[src/sv/u8lcd_pkg.sv]
package u8lcd_pkg;

	// pending multi-byte sequence, codes above PEND_E2_BAD are never entered
	typedef enum logic [2:0] {
		PEND_IDLE   = 3'd0,
		PEND_C3     = 3'd1,
		PEND_E2     = 3'd2,
		PEND_E2_86  = 3'd3,
		PEND_E2_BAD = 3'd4
	} pend_t;

	// input bytes with a special meaning
	localparam logic [7:0] CH_BACKSLASH = 8'h5C;
	localparam logic [7:0] CH_TILDE     = 8'h7E;
	localparam logic [7:0] LEAD_C3      = 8'hC3;
	localparam logic [7:0] LEAD_E2      = 8'hE2;
	localparam logic [7:0] CONT_86      = 8'h86;
	localparam logic [7:0] CONT_AE_LO   = 8'hA4;
	localparam logic [7:0] CONT_OE_LO   = 8'hB6;
	localparam logic [7:0] CONT_UE_LO   = 8'hBC;
	localparam logic [7:0] CONT_AE_UP   = 8'h84;
	localparam logic [7:0] CONT_OE_UP   = 8'h96;
	localparam logic [7:0] CONT_UE_UP   = 8'h9C;
	localparam logic [7:0] CONT_SZ      = 8'h9F;
	localparam logic [7:0] CONT_LARROW  = 8'h90;
	localparam logic [7:0] CONT_RARROW  = 8'h92;

	// display codes
	localparam logic [7:0] LCD_BACKSLASH = 8'h01;
	localparam logic [7:0] LCD_TILDE     = 8'h02;
	localparam logic [7:0] LCD_AE_UP     = 8'h03;
	localparam logic [7:0] LCD_OE_UP     = 8'h04;
	localparam logic [7:0] LCD_UE_UP     = 8'h05;
	localparam logic [7:0] LCD_SZ        = 8'h06;
	localparam logic [7:0] LCD_AE_LO     = 8'hE1;
	localparam logic [7:0] LCD_OE_LO     = 8'hEF;
	localparam logic [7:0] LCD_UE_LO     = 8'hF5;
	localparam logic [7:0] LCD_LARROW    = 8'h7F;
	localparam logic [7:0] LCD_RARROW    = 8'h7E;

	typedef struct packed {
		logic       char_valid;
		logic [7:0] char_code;
		logic       line_done;
	} res_t;

endpackage

[src/sv/u8lcd_ifs.sv]
interface u8lcd_text_if;
	logic       valid;
	logic       ready;
	logic [7:0] text_byte;
	logic       line_end;

	modport source (output valid, output text_byte, output line_end, input ready);
	modport sink (input valid, input text_byte, input line_end, output ready);
endinterface

interface u8lcd_char_if;
	logic       valid;
	logic       ready;
	logic       char_valid;
	logic [7:0] char_code;
	logic       line_done;

	modport source (output valid, output char_valid, output char_code, output line_done,
		input ready);
	modport sink (input valid, input char_valid, input char_code, input line_done,
		output ready);
endinterface

[src/sv/utf8_to_lcd_charset_mapper_top.sv]
// channel  dir  fields                            handshake
// text     in   text_byte[7:0], line_end          valid/ready
// chars    out  char_valid, char_code[7:0],       valid/ready
//               line_done
//
// one result per request
// one request per cycle sustained while chars.ready holds; input register then result register
// the pending lead-byte state advances when a request leaves the input register
// arst_n clears both stage valids and the pending state
// a stalled result holds the result register and backs up into the input register
module utf8_to_lcd_charset_mapper_top import u8lcd_pkg::*; (
	input  logic         clk,
	input  logic         arst_n,
	u8lcd_text_if.sink   text,
	u8lcd_char_if.source chars
);

	logic       valid_s1;
	logic [7:0] byte_s1;
	logic       last_s1;
	logic       space;
	logic       adv;
	res_t       res;

	assign adv        = valid_s1 && space;
	assign text.ready = !valid_s1 || space;

	always_ff @(posedge clk or negedge arst_n) begin
		if (!arst_n) begin
			valid_s1 <= 1'b0;
		end else if (text.ready) begin
			valid_s1 <= text.valid;
		end
	end

	always_ff @(posedge clk) begin
		if (text.valid && text.ready) begin
			byte_s1 <= text.text_byte;
			last_s1 <= text.line_end;
		end
	end

	u8lcd_seq u_seq (
		.clk       (clk),
		.arst_n    (arst_n),
		.adv       (adv),
		.text_byte (byte_s1),
		.line_end  (last_s1),
		.res       (res)
	);

	u8lcd_out_reg u_out (
		.clk      (clk),
		.arst_n   (arst_n),
		.in_valid (valid_s1),
		.res      (res),
		.space    (space),
		.chars    (chars)
	);

endmodule

[src/sv/u8lcd_seq.sv]
module u8lcd_seq import u8lcd_pkg::*; (
	input  logic       clk,
	input  logic       arst_n,
	input  logic       adv,
	input  logic [7:0] text_byte,
	input  logic       line_end,
	output res_t       res
);

	pend_t state_q;
	pend_t state_nxt;
	logic  fresh;

	// a byte is taken as the start of a new character
	assign fresh = (state_q == PEND_IDLE) || (state_q == PEND_E2 && line_end) ||
		(state_q != PEND_C3 && state_q != PEND_E2 && state_q != PEND_E2_86 &&
		state_q != PEND_E2_BAD);

	always_comb begin
		state_nxt = PEND_IDLE;
		if (!line_end) begin
			unique case (state_q)
				PEND_C3, PEND_E2_86, PEND_E2_BAD: state_nxt = PEND_IDLE;
				PEND_E2: state_nxt = (text_byte == CONT_86) ? PEND_E2_86 : PEND_E2_BAD;
				default: begin
					if (text_byte == LEAD_C3)
						state_nxt = PEND_C3;
					else if (text_byte == LEAD_E2)
						state_nxt = PEND_E2;
					else
						state_nxt = PEND_IDLE;
				end
			endcase
		end
	end

	always_comb begin
		res.char_valid = 1'b0;
		res.char_code  = '0;
		res.line_done  = line_end;
		if (fresh) begin
			unique case (text_byte)
				CH_BACKSLASH: begin
					res.char_valid = 1'b1;
					res.char_code  = LCD_BACKSLASH;
				end
				CH_TILDE: begin
					res.char_valid = 1'b1;
					res.char_code  = LCD_TILDE;
				end
				LEAD_C3, LEAD_E2: res.char_valid = 1'b0;
				default: begin
					res.char_valid = 1'b1;
					res.char_code  = text_byte;
				end
			endcase
		end else if (state_q == PEND_C3) begin
			res.char_valid = 1'b1;
			unique case (text_byte)
				CONT_AE_LO: res.char_code = LCD_AE_LO;
				CONT_OE_LO: res.char_code = LCD_OE_LO;
				CONT_UE_LO: res.char_code = LCD_UE_LO;
				CONT_AE_UP: res.char_code = LCD_AE_UP;
				CONT_OE_UP: res.char_code = LCD_OE_UP;
				CONT_UE_UP: res.char_code = LCD_UE_UP;
				CONT_SZ:    res.char_code = LCD_SZ;
				default:    res.char_valid = 1'b0;
			endcase
		end else if (state_q == PEND_E2_86) begin
			if (text_byte == CONT_LARROW) begin
				res.char_valid = 1'b1;
				res.char_code  = LCD_LARROW;
			end else if (text_byte == CONT_RARROW) begin
				res.char_valid = 1'b1;
				res.char_code  = LCD_RARROW;
			end
		end
	end

	always_ff @(posedge clk or negedge arst_n) begin
		if (!arst_n) begin
			state_q <= PEND_IDLE;
		end else if (adv) begin
			state_q <= state_nxt;
		end
	end

	a_line_end_idle: assert property (@(posedge clk) disable iff (!arst_n)
		adv && line_end |=> state_q == PEND_IDLE)
		else $error("sequence pending after line end");

	a_bad_drops: assert property (@(posedge clk) disable iff (!arst_n)
		state_q == PEND_E2_BAD |-> !res.char_valid)
		else $error("unknown sequence emitted a character");

	a_lead_held: assert property (@(posedge clk) disable iff (!arst_n)
		adv && fresh && !line_end && text_byte == LEAD_C3 |=> state_q == PEND_C3)
		else $error("lead byte not recorded");

	a_code_zero: assert property (@(posedge clk) disable iff (!arst_n)
		!res.char_valid |-> res.char_code == '0)
		else $error("code not cleared on dropped byte");

endmodule

[src/sv/u8lcd_out_reg.sv]
module u8lcd_out_reg import u8lcd_pkg::*; (
	input  logic          clk,
	input  logic          arst_n,
	input  logic          in_valid,
	input  res_t          res,
	output logic          space,
	u8lcd_char_if.source  chars
);

	logic valid_s2;
	res_t res_s2;

	assign space = !valid_s2 || chars.ready;

	always_ff @(posedge clk or negedge arst_n) begin
		if (!arst_n) begin
			valid_s2 <= 1'b0;
		end else if (space) begin
			valid_s2 <= in_valid;
		end
	end

	always_ff @(posedge clk) begin
		if (in_valid && space) begin
			res_s2 <= res;
		end
	end

	assign chars.valid      = valid_s2;
	assign chars.char_valid = res_s2.char_valid;
	assign chars.char_code  = res_s2.char_code;
	assign chars.line_done  = res_s2.line_done;

endmodule

[src/flat_wrapper.sv]
// flat-port wrapper written by rule: the top's interface ports become plain ports
module utf8_to_lcd_charset_mapper_top_flat import u8lcd_pkg::*;
  (clk, arst_n, text_valid, text_text_byte, text_line_end, text_ready, chars_valid, chars_char_valid, chars_char_code, chars_line_done, chars_ready);
  u8lcd_text_if text_i ();
  u8lcd_char_if chars_i ();
  input  logic clk;
  input  logic arst_n;
  input wire logic [$bits(text_i.valid)-1:0] text_valid;
  input wire logic [$bits(text_i.text_byte)-1:0] text_text_byte;
  input wire logic [$bits(text_i.line_end)-1:0] text_line_end;
  output wire logic [$bits(text_i.ready)-1:0] text_ready;
  output wire logic [$bits(chars_i.valid)-1:0] chars_valid;
  output wire logic [$bits(chars_i.char_valid)-1:0] chars_char_valid;
  output wire logic [$bits(chars_i.char_code)-1:0] chars_char_code;
  output wire logic [$bits(chars_i.line_done)-1:0] chars_line_done;
  input wire logic [$bits(chars_i.ready)-1:0] chars_ready;
  assign text_i.valid = text_valid;
  assign text_i.text_byte = text_text_byte;
  assign text_i.line_end = text_line_end;
  assign text_ready = text_i.ready;
  assign chars_valid = chars_i.valid;
  assign chars_char_valid = chars_i.char_valid;
  assign chars_char_code = chars_i.char_code;
  assign chars_line_done = chars_i.line_done;
  assign chars_i.ready = chars_ready;
  utf8_to_lcd_charset_mapper_top u_core (.clk(clk), .arst_n(arst_n), .text(text_i), .chars(chars_i));
endmodule
[config.mk]
export PLATFORM = sky130hd
export DESIGN_NAME = utf8_to_lcd_charset_mapper_top_flat
export DESIGN_NICKNAME = d
export VERILOG_FILES = /design/src/sv/u8lcd_pkg.sv /design/src/sv/u8lcd_ifs.sv /design/src/sv/utf8_to_lcd_charset_mapper_top.sv /design/src/sv/u8lcd_seq.sv /design/src/sv/u8lcd_out_reg.sv /design/src/flat_wrapper.sv
export SDC_FILE = /design/constraint.sdc
export NUM_CORES = 1
export LEC_CHECK = 0
export ABC_AREA = 1
export BUFFER_PORTS_ARGS = -buffer_cell sky130_fd_sc_hd__buf_2
export CAP_MARGIN = 20
export CELL_PAD_IN_SITES_DETAIL_PLACEMENT = 1
export CELL_PAD_IN_SITES_GLOBAL_PLACEMENT = 1
export CORE_MARGIN = 2
export CORE_UTILIZATION = 40
export DETAILED_ROUTE_END_ITERATION = 12
export PLACE_DENSITY = 0.76
export SLEW_MARGIN = 20
export SYNTH_ARGS = -nofsm -noshare
export SYNTH_HDL_FRONTEND = slang
export SYNTH_SLANG_ARGS = --single-unit
[constraint.sdc]
create_clock -name clk -period 1.95 [get_ports clk]
set_input_delay 0.195 -clock clk [delete_from_list [all_inputs] [get_ports clk]]
set_output_delay 0.195 -clock clk [all_outputs]
set_load 0.005 [all_outputs]
# Word level (Yosys, flattened, before mapping)
# Cells that the tools add are included.
# W data, S select, Z words.
# op_classes
n_eq_ne,22
n_mux,14
n_reduce_logical,16
# ops
operator,n
$eq A8 B8 Y1 const B,12
$pmux W8 S7,1
$mux W9,5
$pmux W8 S3,1
$eq A8 B7 Y1 const B,2
$reduce_or A7 Y1,1
$eq A3 B2 Y1 const B,2
$logic_and A1 B1 Y1,6
$mux W3,2
$ne A3 B2 Y1 const B,2
$pmux W3 S2,1
$logic_or A1 B1 Y1,4
$mux W2,2
$eq A3 B1 Y1 const B,1
$eq A3 B3 Y1 const B,1
$logic_not A3 Y1,1
$ne A3 B1 Y1 const B,1
$ne A3 B3 Y1 const B,1
$reduce_or A3 Y1,1
$logic_not A1 Y1,2
$mux W1,2
$reduce_or A2 Y1,1
# totals
ff_bits,24
input_bits,13
out_inout_bits,12
wordCells,60

# Longest topological paths before layout
# depth
ltp_word,6
depth_mapped,11

# Cells and area by module
# From an unflattened synthesis, not the netlist that was laid out.
# hier_totals
cells_unflattened,169
hier_area_um2,1400.1
# by_module_without_submodules
module,n_inst,cells_each,area_per_inst_um2
u8lcd_seq,1,136,732.0
u8lcd_out_reg,1,16,345.3
utf8_to_lcd_charset_mapper_top,1,17,322.8

# Least setup slack after synthesis
# Ideal clock, no wire load.
# synth_path
path_type,flip-flop to flip-flop
startpoint,register u_core.byte_s1[5]
endpoint,"register u_core.u_out.res_s2 (netlist bit u_core.u_out.chars.char_code[5]), data pin"
setup_ps,255
arrival_time_ps,1115
required_ps,1695
path_slack_ps,580
path_stages_with_launch,11
path_buffers,0
cell_sequence,edfxtp_1 nand2_1 inv_1 nand2_1 nor2_1 nor2_2 nand2_2 nand2_2 inv_2 nor2_2 nand2_1
# synth_rtl
element,line_no,source
start: declaration,utf8_to_lcd_charset_mapper_top.sv:19,logic [7:0] byte_s1;
start signal: assignment,utf8_to_lcd_charset_mapper_top.sv:38,byte_s1 <= text.text_byte;
end signal: assignment,u8lcd_out_reg.sv:25,res_s2 <= res;
end: declaration,u8lcd_out_reg.sv:11,res_t res_s2;

==> summary.txt <==
Critical path
  – Startpoint types: flip-flop
  – Setup slack, reg-to-reg: 310 ps
  – Critical Path Fanout Max: 5
  – R2R cell count: 7
  – Worst Path Arrival: 1720 ps
  – CP required: 2030 ps
  – Setup CP Type: reg2reg
  – Worst Setup EP: u_core.u_out.chars.char_valid
  – RR Startpoint: u_core.byte_s1[1]
  – Worst Setup SP: u_core.byte_s1[1]
  – Critical Path Sink Type: flip-flop
  – Reg-to-reg endpoint: u_core.u_out.chars.char_valid

Clock tree
  – # resized after CTS: 0
  – # H-tree levels: 1
  – Hold-fix buffers, CTS: 1
  – Later-pin clock latency in the skew report: 330 ps
  – CTS tree: built
  – Clk root buf: clkbuf_4
  – CTS buffer count: 3
  – Clk sinks: 24
  – Clock Path Buffers: 2
  – Postcts setup bufs: 0
  – Worst-path clk slew: 130 ps

Finish
  – Final-stage net count: 203
  – Share of layout cells above drive strength 1: 24.9%
  – Filler Cells Inserted: 408
  – Area grow syn2layout: 18.2%
  – Most common cell after layout, fill and taps aside: nand2_1
  – Most frequent cells in the layout: 48 x nand2_1, 24 x buf_2, 19 x edfxtp_1, 18 x nand3_1, 17 x inv_1
  – Number of diodes: 0

Placed design
  – Placer Congestion: 0.861
  – Post-DP HPWL: 2880 microns
  – IO buf count: 24

Routing
  – DR WL/cell: 14.6 microns
  – TritonRoute pass-1 iters: 4
  – Residual DRC: 0
  – ANT nets after route: 0
  – Via count: 1184
  – DR iter-0 viols: 26
  – Vias/cell: 5.08
  – Routed WL: 3410 microns

STA
  – Fin crit share: 84.2%
  – Final min period: 1640 ps
  – Fmax: 0.609 GHz
  – RSZ-0062 raised after global routing: false
  – Worst-margin pin slew: 475 ps
  – Fin. max-slew vios: 0
  – Hold slack: 28.9 ps
  – Max_slew headroom: 68.3%
  – Clock skew: 2.16 ps
  – Fin. Hold Viols: 0
  – # setup viols final: 0
  – Setup tns final: 0 ps

Global routing
  – Initial antenna violation count: 0
  – Vias in the first global route: 1305
  – Total global-route track usage: 21.1%
  – Largest net degree at the start of global routing: 15
  – First-pass GRT wire length: 5640 microns
  – Total gr overflow: 0

Job
  – MaxCap Viol Count: 0

Pwr
  – Leakage power: 0.729 nW
  – Sequential power share: 47.8%
  – Clock Power Share: 23.9%
  – Peak supply drop: 0.448 mV
  – Int Pwr: 1.05 mW
  – Sw frac: 32.0%
  – P per Cell Area: 995 nW/um^2
  – P_sw: 0.492 mW
  – Combinational Power Share: 28.4%

Status
  – Status: finished clean

Synthesis
  – Post-Syn Area: 1310 sq um
  – Distinct cell type count after synthesis: 17
  – Yosys warns: 0
  – Mapped Nets: 173
  – FF+latch count, synth: 24
  – Mean Syn Cell Area: 8.18 sq um
  – Sequential element share of the synthesized area: 53.2%
  – Cells after Synth: 160

Floorplanning
  – I/O pin count: 25
  – CORE AREA: 3080 sq um
  – Initial Util: 42.5%
  – Die Y: 61.2 microns
  – Chip width: 61.2 microns
  – Rows: 20
  – Die area: 3750 sq um

Min path
  – Tightest Hold Check Type: in2reg
-- area by class of cell --
cell class,instances,area [sq um],area share (%)
Timing Repair Buffer,25,130,8.41
Multi-Input combinational cell,116,538,34.8
Sequential cell,24,696,45.0
Tap cell,44,55.1,3.56
Inverter,20,75.1,4.85
Clock inverter,1,30.0,1.94
Clock buffer,3,22.5,1.46
-- cell families after synthesis --
group	after synthesis	synth area share, %
AND/OR/NAND/NOR	103	35.7
AO/OA/AOI/OAI	13	5.45
buffers and inverters	20	5.74
flip-flops	24	53.2
-- flip-flops by register name (all words and copies together), names as in the netlist --
name                           count
u_core.byte_s1                     8
u_core.last_s1                     1
u_core.u_out.chars.char_code       8
u_core.u_out.chars.char_valid      1
u_core.u_out.chars.line_done       1
u_core.u_out.chars.valid           1
u_core.u_seq.state_q               3
u_core.valid_s1                    1
-- per-layer routing --
metal | global-route usage [%] | share of wire, % | routed length [microns]
met5 | 0 | 0 | 0
met4 | 9.32 | 2.3 | 80
met3 | 2.73 | 4.1 | 141
met2 | 37.8 | 51 | 1750
met1 | 24.9 | 42 | 1440
-- worst min-delay path by stage --
stage                                  from                       end  slack, ps  depth (start not counted)
after floorplan                      arst_n  u_core.u_out.chars.valid       -100                          0
after global placement               arst_n  u_core.u_out.chars.valid         10                          1
after detailed placement             arst_n           u_core.valid_s1         20                          1
after CTS                 text_text_byte[6]         u_core.byte_s1[6]         10                          1
after global routing          text_line_end            u_core.last_s1         20                          1
final                     text_text_byte[4]         u_core.byte_s1[4]         30                          1
-- metrics by stage --
| step | power (mW) | setup WS, ps | util [%] | instance area, sq um | std cells |
|---|---|---|---|---|---|
| final | 1.54 | 307 | 50.2 | 1550 | 233 |
| after CTS | 1.56 | 296 | 50.2 | 1550 | 233 |
| after floorplan | 1.02 | 580 | - | 1310 | 160 |
| after global routing | 1.64 | 176 | 50.2 | 1550 | 233 |
| after detailed placement | 1.19 | 335 | 48.2 | 1480 | 228 |
| after global placement | 1.17 | 356 | 48.2 | 1480 | 228 |
-- power by group through the flow --
stage / sequential, mW / combinational (mW) / clock (mW)
6_report: 0.735 / 0.436 / 0.367
5_1_grt: 0.747 / 0.508 / 0.388
4_1_cts: 0.736 / 0.444 / 0.385
3_5_place_dp: 0.747 / 0.441 / 0
3_3_place_gp: 0.740 / 0.427 / 0
2_1_floorplan: 0.741 / 0.281 / 0
-- synth_stat cells --
library cell / n / area share, %
inv_1: 17 / 4.9
o21ai_0: 5 / 1.9
nor2_1: 16 / 4.6
nor2_2: 7 / 3.3
nor2_4: 1 / 0.86
o22ai_1: 3 / 1.4
o21ai_1: 2 / 0.76
a211oi_1: 1 / 0.57
edfxtp_1: 19 / 44
nand2_2: 8 / 3.8
dfrtp_1: 5 / 9.6
nand4_1: 4 / 1.9
nand2_1: 48 / 14
nand3_1: 18 / 6.9
nor4_1: 1 / 0.48
a21oi_1: 2 / 0.76
inv_2: 3 / 0.86
-- worst max-delay path, stage by stage, from the launching register on --
cell and delay (ps):
edfxtp_1 500, inv_1 70, nand2_1 150, nor2_1 100
nand2_1 130, nand2_1 70, o21ai_0 250, nand4_1 130
Note: power is estimated with default switching activity, not from simulation.
